**src/srs_pkg.sv**
```systemverilog
package srs_pkg;

  localparam int unsigned PairChars = 34;
  localparam logic [7:0] Undet = 8'hff;

  typedef struct packed {
    logic       hit;
    logic       closer;
    logic [4:0] pair;
  } pair_info_t;

  // a stack entry as held in one cell
  typedef struct packed {
    logic [4:0] pair;
    logic [7:0] script;
  } stk_entry_t;

  // bracket pair table lookup: openers at even places, closers at odd
  function automatic pair_info_t pair_lookup(input logic [20:0] cp);
    logic [20:0] tbl [PairChars];
    pair_info_t r;
    tbl = '{21'h0028, 21'h0029, 21'h003c, 21'h003e, 21'h005b, 21'h005d,
            21'h007b, 21'h007d, 21'h00ab, 21'h00bb, 21'h2018, 21'h2019,
            21'h201c, 21'h201d, 21'h2039, 21'h203a, 21'h3008, 21'h3009,
            21'h300a, 21'h300b, 21'h300c, 21'h300d, 21'h300e, 21'h300f,
            21'h3010, 21'h3011, 21'h3014, 21'h3015, 21'h3016, 21'h3017,
            21'h3018, 21'h3019, 21'h301a, 21'h301b};
    r = '0;
    for (int i = 0; i < PairChars; i++) begin
      if (tbl[i] == cp) begin
        r.hit = 1'b1;
        r.closer = i[0];
        r.pair = i[5:1];
      end
    end
    return r;
  endfunction

endpackage

```
**src/script_run_segmenter.sv**
```systemverilog
// a character is taken in S_IDLE and tried in S_TRY, tried again in S_RETRY when it
// breaks the run, and its result is registered in S_OUT; a new character is not
// taken before the last result is through, since new input waits for the result transfer
// the closer search and the script fill-in cover all cells in one step
// reset: rst clears the run state, the state, the codes and m_tvalid; stack cells and data registers are not cleared
module script_run_segmenter #(
  parameter int unsigned STACK_DEPTH = 32
) (
  input  logic        clk,
  input  logic        rst,
  input  logic        s_tvalid,
  output logic        s_tready,
  input  logic [31:0] s_tdata,   // code_point, char_script
  input  logic        s_tlast,   // last_in_text
  output logic        m_tvalid,
  input  logic        m_tready,
  output logic [23:0] m_tdata,   // starts_run, ended_run_script,
                                 // current_run_script, stack_overflow
  input  logic        cfg_we,
  input  logic        cfg_index,
  input  logic [7:0]  cfg_data
);
  localparam int unsigned CW = $clog2(STACK_DEPTH + 1);
  localparam int unsigned IW = (STACK_DEPTH > 1) ? $clog2(STACK_DEPTH) : 1;

  typedef enum logic [1:0] {S_IDLE, S_TRY, S_RETRY, S_OUT} st_t;
  st_t st, st_next;

  logic [7:0] common_code, inher_code;
  logic [20:0] cp;
  logic [7:0] sc_in;
  logic last;
  logic [7:0] run_script, ended;
  logic [CW-1:0] top, fne;
  logic at_start, starts, ovf;

  srs_pkg::pair_info_t pi;
  assign pi = srs_pkg::pair_lookup(cp);

  srs_pkg::stk_entry_t entries [STACK_DEPTH];
  logic [STACK_DEPTH-1:0] hits;
  logic [STACK_DEPTH:0] mchain;
  logic [STACK_DEPTH-1:0] wr_en, fill_en;

  // one try of the character
  logic is_open, is_close, brk, adopt, act;
  logic [CW-1:0] top1, fne1, top2, fne2;
  logic [7:0] sc1, rs2;
  srs_pkg::stk_entry_t push_entry;

  // stack cells only change while a try is running
  assign act = (st == S_TRY) || (st == S_RETRY);

  // working copies for this step (text start and retry applied)
  logic [7:0] rs0;
  logic [CW-1:0] fne0;
  always_comb begin
    rs0 = run_script;
    fne0 = fne;
    if (st == S_TRY && at_start) begin
      rs0 = srs_pkg::Undet;
      fne0 = top;
    end
    if (st == S_RETRY) begin
      rs0 = srs_pkg::Undet;
      fne0 = top;
    end
  end

  // new top after popping to the matching opener: highest hitting index + 1
  logic [CW-1:0] pop_top;
  always_comb begin
    pop_top = '0;
    for (int i = 0; i < STACK_DEPTH; i++) begin
      if (hits[i]) pop_top = CW'(i + 1);
    end
  end

  genvar g;
  assign mchain[STACK_DEPTH] = 1'b0;
  generate
    for (g = 0; g < STACK_DEPTH; g++) begin : g_cell
      srs_cell u_cell (
        .clk(clk), .wr_en(wr_en[g]),
        .wr_data(push_entry),
        .fill_en(fill_en[g]), .fill_script(rs2),
        .want(pi.pair), .below_top(CW'(g) < top),
        .match_in(mchain[g+1]), .match_out(mchain[g]),
        .hit(hits[g]), .entry(entries[g])
      );
    end
  endgenerate

  function automatic logic joins(input logic [7:0] s, input logic [7:0] c,
                                 input logic [7:0] h);
    return s == srs_pkg::Undet || s == c || s == h;
  endfunction

  always_comb begin
    is_open = pi.hit && !pi.closer;
    is_close = pi.hit && pi.closer && top != '0;
    top1 = top;
    fne1 = fne0;
    sc1 = sc_in;
    wr_en = '0;
    if (is_open && top < CW'(STACK_DEPTH)) begin
      wr_en[top[IW-1:0]] = act;
      top1 = top + 1'b1;
    end
    if (is_close) begin
      top1 = mchain[0] ? pop_top : '0;
      if (top1 < fne1) fne1 = top1;
      if (top1 != '0) sc1 = entries[IW'(top1 - 1'b1)].script;
    end
    brk = !(joins(rs0, common_code, inher_code) || joins(sc1, common_code, inher_code)
            || rs0 == sc1);
    adopt = joins(rs0, common_code, inher_code) && !joins(sc1, common_code, inher_code);
    rs2 = adopt ? sc1 : rs0;
    top2 = top1;
    fne2 = fne1;
    fill_en = '0;
    if (adopt) begin
      for (int i = 0; i < STACK_DEPTH; i++) begin
        if (act && CW'(i) >= fne1 && CW'(i) < top1 && !wr_en[i]) fill_en[i] = 1'b1;
      end
      if (fne1 < top1) fne2 = top1;
    end
    if (is_close && top1 != '0) begin
      top2 = top1 - 1'b1;
      if (fne2 > top2) fne2 = top2;
    end
  end

  // a pushed opener already carries the script adopted in the same try
  assign push_entry = '{pair: pi.pair, script: rs2};

  assign s_tready = (st == S_IDLE) && !m_tvalid;

  always_comb begin
    st_next = st;
    case (st)
      S_IDLE:  if (s_tvalid && s_tready) st_next = S_TRY;
      S_TRY:   st_next = brk ? S_RETRY : S_OUT;
      S_RETRY: st_next = S_OUT;
      S_OUT:   st_next = S_IDLE;
      default: st_next = S_IDLE;
    endcase
  end

  always_ff @(posedge clk) begin
    if (rst) begin
      st <= S_IDLE;
      common_code <= 8'd0;
      inher_code <= 8'd40;
      run_script <= srs_pkg::Undet;
      top <= '0;
      fne <= '0;
      at_start <= 1'b1;
      m_tvalid <= 1'b0;
    end else begin
      st <= st_next;
      if (cfg_we) begin
        if (cfg_index) inher_code <= cfg_data;
        else common_code <= cfg_data;
      end
      if (m_tvalid && m_tready) m_tvalid <= 1'b0;
      case (st)
        S_IDLE: begin
          if (s_tvalid && s_tready) begin
            cp <= s_tdata[20:0];
            sc_in <= s_tdata[28:21];
            last <= s_tlast;
            starts <= at_start;
            ended <= srs_pkg::Undet;
            ovf <= 1'b0;
          end
        end
        S_TRY, S_RETRY: begin
          if (is_open && top >= CW'(STACK_DEPTH)) ovf <= 1'b1;
          at_start <= 1'b0;
          if (st == S_TRY && brk) begin
            // the failed try keeps its push or pop
            starts <= 1'b1;
            ended <= rs0;
            top <= top1;
            fne <= fne1;
          end else begin
            run_script <= rs2;
            top <= top2;
            fne <= fne2;
          end
        end
        S_OUT: begin
          m_tvalid <= 1'b1;
          m_tdata <= {6'd0, ovf, run_script, ended, starts};
          if (last) begin
            run_script <= srs_pkg::Undet;
            top <= '0;
            fne <= '0;
            at_start <= 1'b1;
          end
        end
        default: ;
      endcase
    end
  end
endmodule

```
**src/srs_cell.sv**
```systemverilog
// one stack entry; the chain holds the stack with the top of stack at a count,
// every cell compares its pair against the searched pair and passes a match
// flag toward the bottom so each cell knows whether a match exists above it
module srs_cell (
  input  logic                  clk,
  input  logic                  wr_en,
  input  srs_pkg::stk_entry_t   wr_data,
  input  logic                  fill_en,
  input  logic [7:0]            fill_script,
  input  logic [4:0]            want,
  input  logic                  below_top,
  input  logic                  match_in,
  output logic                  match_out,
  output logic                  hit,
  output srs_pkg::stk_entry_t   entry
);
  always_ff @(posedge clk) begin
    if (wr_en) begin
      entry <= wr_data;
    end else if (fill_en) begin
      entry.script <= fill_script;
    end
  end

  assign hit = below_top && (entry.pair == want);
  assign match_out = match_in | hit;
endmodule
```
**config.mk**
```make
export PLATFORM = sky130hd
export DESIGN_NAME = script_run_segmenter
export DESIGN_NICKNAME = d
export VERILOG_FILES = /design/src/srs_pkg.sv /design/src/script_run_segmenter.sv /design/src/srs_cell.sv
export SDC_FILE = /design/constraint.sdc
export NUM_CORES = 1
export LEC_CHECK = 0
export ABC_AREA = 0
export BUFFER_PORTS_ARGS = -buffer_cell sky130_fd_sc_hd__buf_4
export CAP_MARGIN = 10
export CORE_AREA = 2 2 280 282
export CTS_BUF_LIST = sky130_fd_sc_hd__clkbuf_16
export DETAILED_ROUTE_END_ITERATION = 6
export DIE_AREA = 0 0 282 284
export PLACE_DENSITY = 0.48
export SYNTH_ARGS = -nofsm -noshare
export SYNTH_HDL_FRONTEND = slang
export SYNTH_SLANG_ARGS = --single-unit
```
**constraint.sdc**
```tcl
create_clock -name clk -period 11.8 [get_ports clk]
set_input_delay 2.95 -clock clk [delete_from_list [all_inputs] [get_ports clk]]
set_output_delay 2.95 -clock clk [all_outputs]
set_load 0.01 [all_outputs]
```
==> out/metrics.csv <==
stage,metric,value,unit
clocking,path_clk_slew,0.06,ns
placed_design,numPortBuffers,63,
placed_design,hpwl,65900,um
die,die_h,284,um
global_routing,grt_util_met1,0.339,
global_routing,met3_usage,0.0355,
yosys,yosys.area.top_type,edfxtp_1,
pwr,total_power,5240,uW
detailed_routing,drt_iter0_drc,2132,
detailed_routing,wl_per_cell,26.5,um
die,start_util,0.356,
timing,hold_ws,0.419,ns
cells_and_area,layout.nets,2521,
clocking,cts_max_level,2,
yosys,synthTopCellsByArea,"edfxtp_1 (52%), mux2i_1 (3.8%), dfxtp_1 (2.9%), xnor2_1 (2.7%), nor2_1 (2.2%)",
yosys,synth_flop_cell,edfxtp_1,
clocking,clockBufferDepth,3,
timing,relSlewSlack,0.204,
critical_path,critPathBufInv,4,
critical_path,worstSetupPathType,reg -> reg,
critical_path,crit_family,compound AO/OA/AOI/OAI gates,
yosys,synth_most_common_cell,edfxtp_1,
critical_path,startpoint_type,flip-flop,
pwr,power_density,167,nW/um^2
cells_and_area,drive_gt1_frac,0.155,
critical_path,path_max_fanout,14,
detailed_routing,ant_nets,0,
die,core_area,77000,sq um
run,cap_viol_max_count,0,
critical_path,setup.worst_path.end_class,flip-flop,
cells_and_area,syn2layout_area_growth,14.3,%
clocking,hold_buffers,0,
detailed_routing,vias,20714,
timing,report.final.slew_viol_count,0,
yosys,ys_seq_elements,514,
timing,fmax,88.4,MHz
detailed_routing,dr.pass1.iters,5,
timing,tightest_slew,1.19,ns
global_routing,antenna_found_initial,3,
clocking,cts_buffers,57,
yosys,seq_area_frac_synth,0.548,
outcome,status,"complete, no violations",
placed_design,place_congestion,0.948,
yosys,postSynthAreaPerCell,11.6,sq um
yosys,synthCells,2358,
clocking,cts_root_buf,clkbuf_16,
global_routing,grt-busiest-layer,met2,
critical_path,critPathMaxStageDelay,0.71,ns
global_routing,grt_max_degree,41,
pwr,p_leak,0.0101,uW
detailed_routing,drc_errors,0,
global_routing,grt-ovfl-total,0,
clocking,cts_sinks,514,
die,die_w,282,um
timing,setup_viol,0,
detailed_routing,vias_per_cell,5.87,
die,num_rows,102,
clocking,clock_latency,0.66,ns
hold_path,min_path_type,reg -> reg,
timing,finalHoldViolCount,0,
pwr,vdd_ir_drop_max,0.129,mV
yosys,synth_top_area_share,0.519,
yosys,ys_types,114,
yosys,async_reset_ff_frac,0,
global_routing,grt_pass1_wl,137000,um
detailed_routing,totalWireLength,93400,um
timing,rsz0062_at_grt,false,
timing,fin_crit,11.31,ns
cells_and_area,antenna_cells,0,
timing,tns,0,ns
die,pin_count,73,
critical_path,critPathArrivalTime,11.88,ns
clocking,cts_tree,done,
critical_path,required,12.37,ns
global_routing,met2_usage,0.351,
timing,clock-skew-final,0.0485,ns
global_routing,grt_usage,0.229,
global_routing,grt_pass1_vias,20081,
critical_path,cp_slowest_cell,a2111oi_0,
yosys,ys_top_cells_by_count,"edfxtp_1 (474), nor2_1 (163), nand2_1 (156)",
yosys,synth_edf_count,474,
yosys,syn_area,27400,sq um
die,die-area,80100,sq um
yosys,ys_warn_count,0,
timing,post-route-period-util,0.959,
[final cells by class]
type	count	area, sq um
Timing Repair Buffer	173	1340
Clock buffer	57	1430
Fill cell	7345	45600
Inverter	64	240
Clock inverter	48	403
Tap cell	1040	1300
Multi-Input combinational cell	1634	11600
Sequential cell	514	15000
[cells by family (layout without fill, tap and decap cells)]
logic type / after synthesis / in the layout / synth area share
AOI/OAI and AO/OA: 586 / 586 / 0.150
DFF: 514 / 514 / 0.548
buffers and inverters: 215 / 342 / 0.0340
adders and majority gates: 30 / 30 / 0.0137
and+or+nand+nor: 724 / 724 / 0.142
xor gates and xnor gates: 125 / 125 / 0.0409
muxes: 163 / 163 / 0.0704
other: 1 / 6 / 0.000137
[state kept, by name, indices dropped and copies added, names as in the netlist, 2 cells and up]
register             flops
m_tdata                 18
cp                      21
fne                      6
inher_code               8
sc_in                    8
ended                    8
top                      6
common_code              8
g_cell.u_cell.entry    416
run_script               8
st                       2
[report_power, final]
group          internal (uW)  leakage [uW]  switching, uW
combinational            246       0.00493            789
clock                    973      0.000952            766
sequential              2390       0.00421           78.4
total                   3610        0.0101           1630
[metrics by stage]
step           area (sq um)  worst slack [ns]  std cells   util
5_1_grt               31400           0.00793       3530  0.407
4_1_cts               31300             0.481       3526  0.406
3_5_place_dp          29400             0.508       3421  0.383
3_3_place_gp          29400             0.477       3421  0.383
2_1_floorplan         27400             0.552       2363      -
6_report              31400             0.487       3530  0.407
[layout by cell type, fill, tap and decap left out, types with 29 or more instances in the layout]
master and n:
a21oi_1 99, buf_4 170, clkbuf_16 57, dfxtp_1 40
edfxtp_1 474, ha_1 29, inv_1 67, mux2_2 37
mux2i_1 102, nand2_1 156, nand2b_1 35, nand3_1 58
nand4_1 33, nor2_1 163, nor3_1 46, nor4_1 43
o211ai_1 29, o21ai_0 85, o22ai_1 39, or3_1 32
xnor2_1 83, xor2_1 40
[metal layers]
| layer | part of all wire | up-vias | wire length [um] |
|---|---|---|---|
| met2 | 0.44 | 810 | 41300 |
| met4 | 0.024 | 2 | 2220 |
| met1 | 0.46 | 10464 | 43400 |
| met5 | 0.00014 | - | 13 |
| met3 | 0.068 | 131 | 6380 |
| li1 | - | 9307 | - |
[final timing paths]
path / start / to / slack, ns / depth (start not counted)
worst min register to register: ended[0] / m_tdata[1] / 0.42 / 0
worst max register to register: cp[6] / fne[5] / 0.49 / 39
worst max-delay path: cp[6] / fne[5] / 0.49 / 39
worst min-delay path: ended[0] / m_tdata[1] / 0.42 / 0
[timing repair]
| action | 4_1_cts | 5_1_grt |
|---|---|---|
| buffers inserted | 0 | 3 |
| endpoints found under the setup margin | 0 | 6 |
| gates resized for setup | 0 | 8 |
No activity file was read; power rests on OpenSTA's default activity.
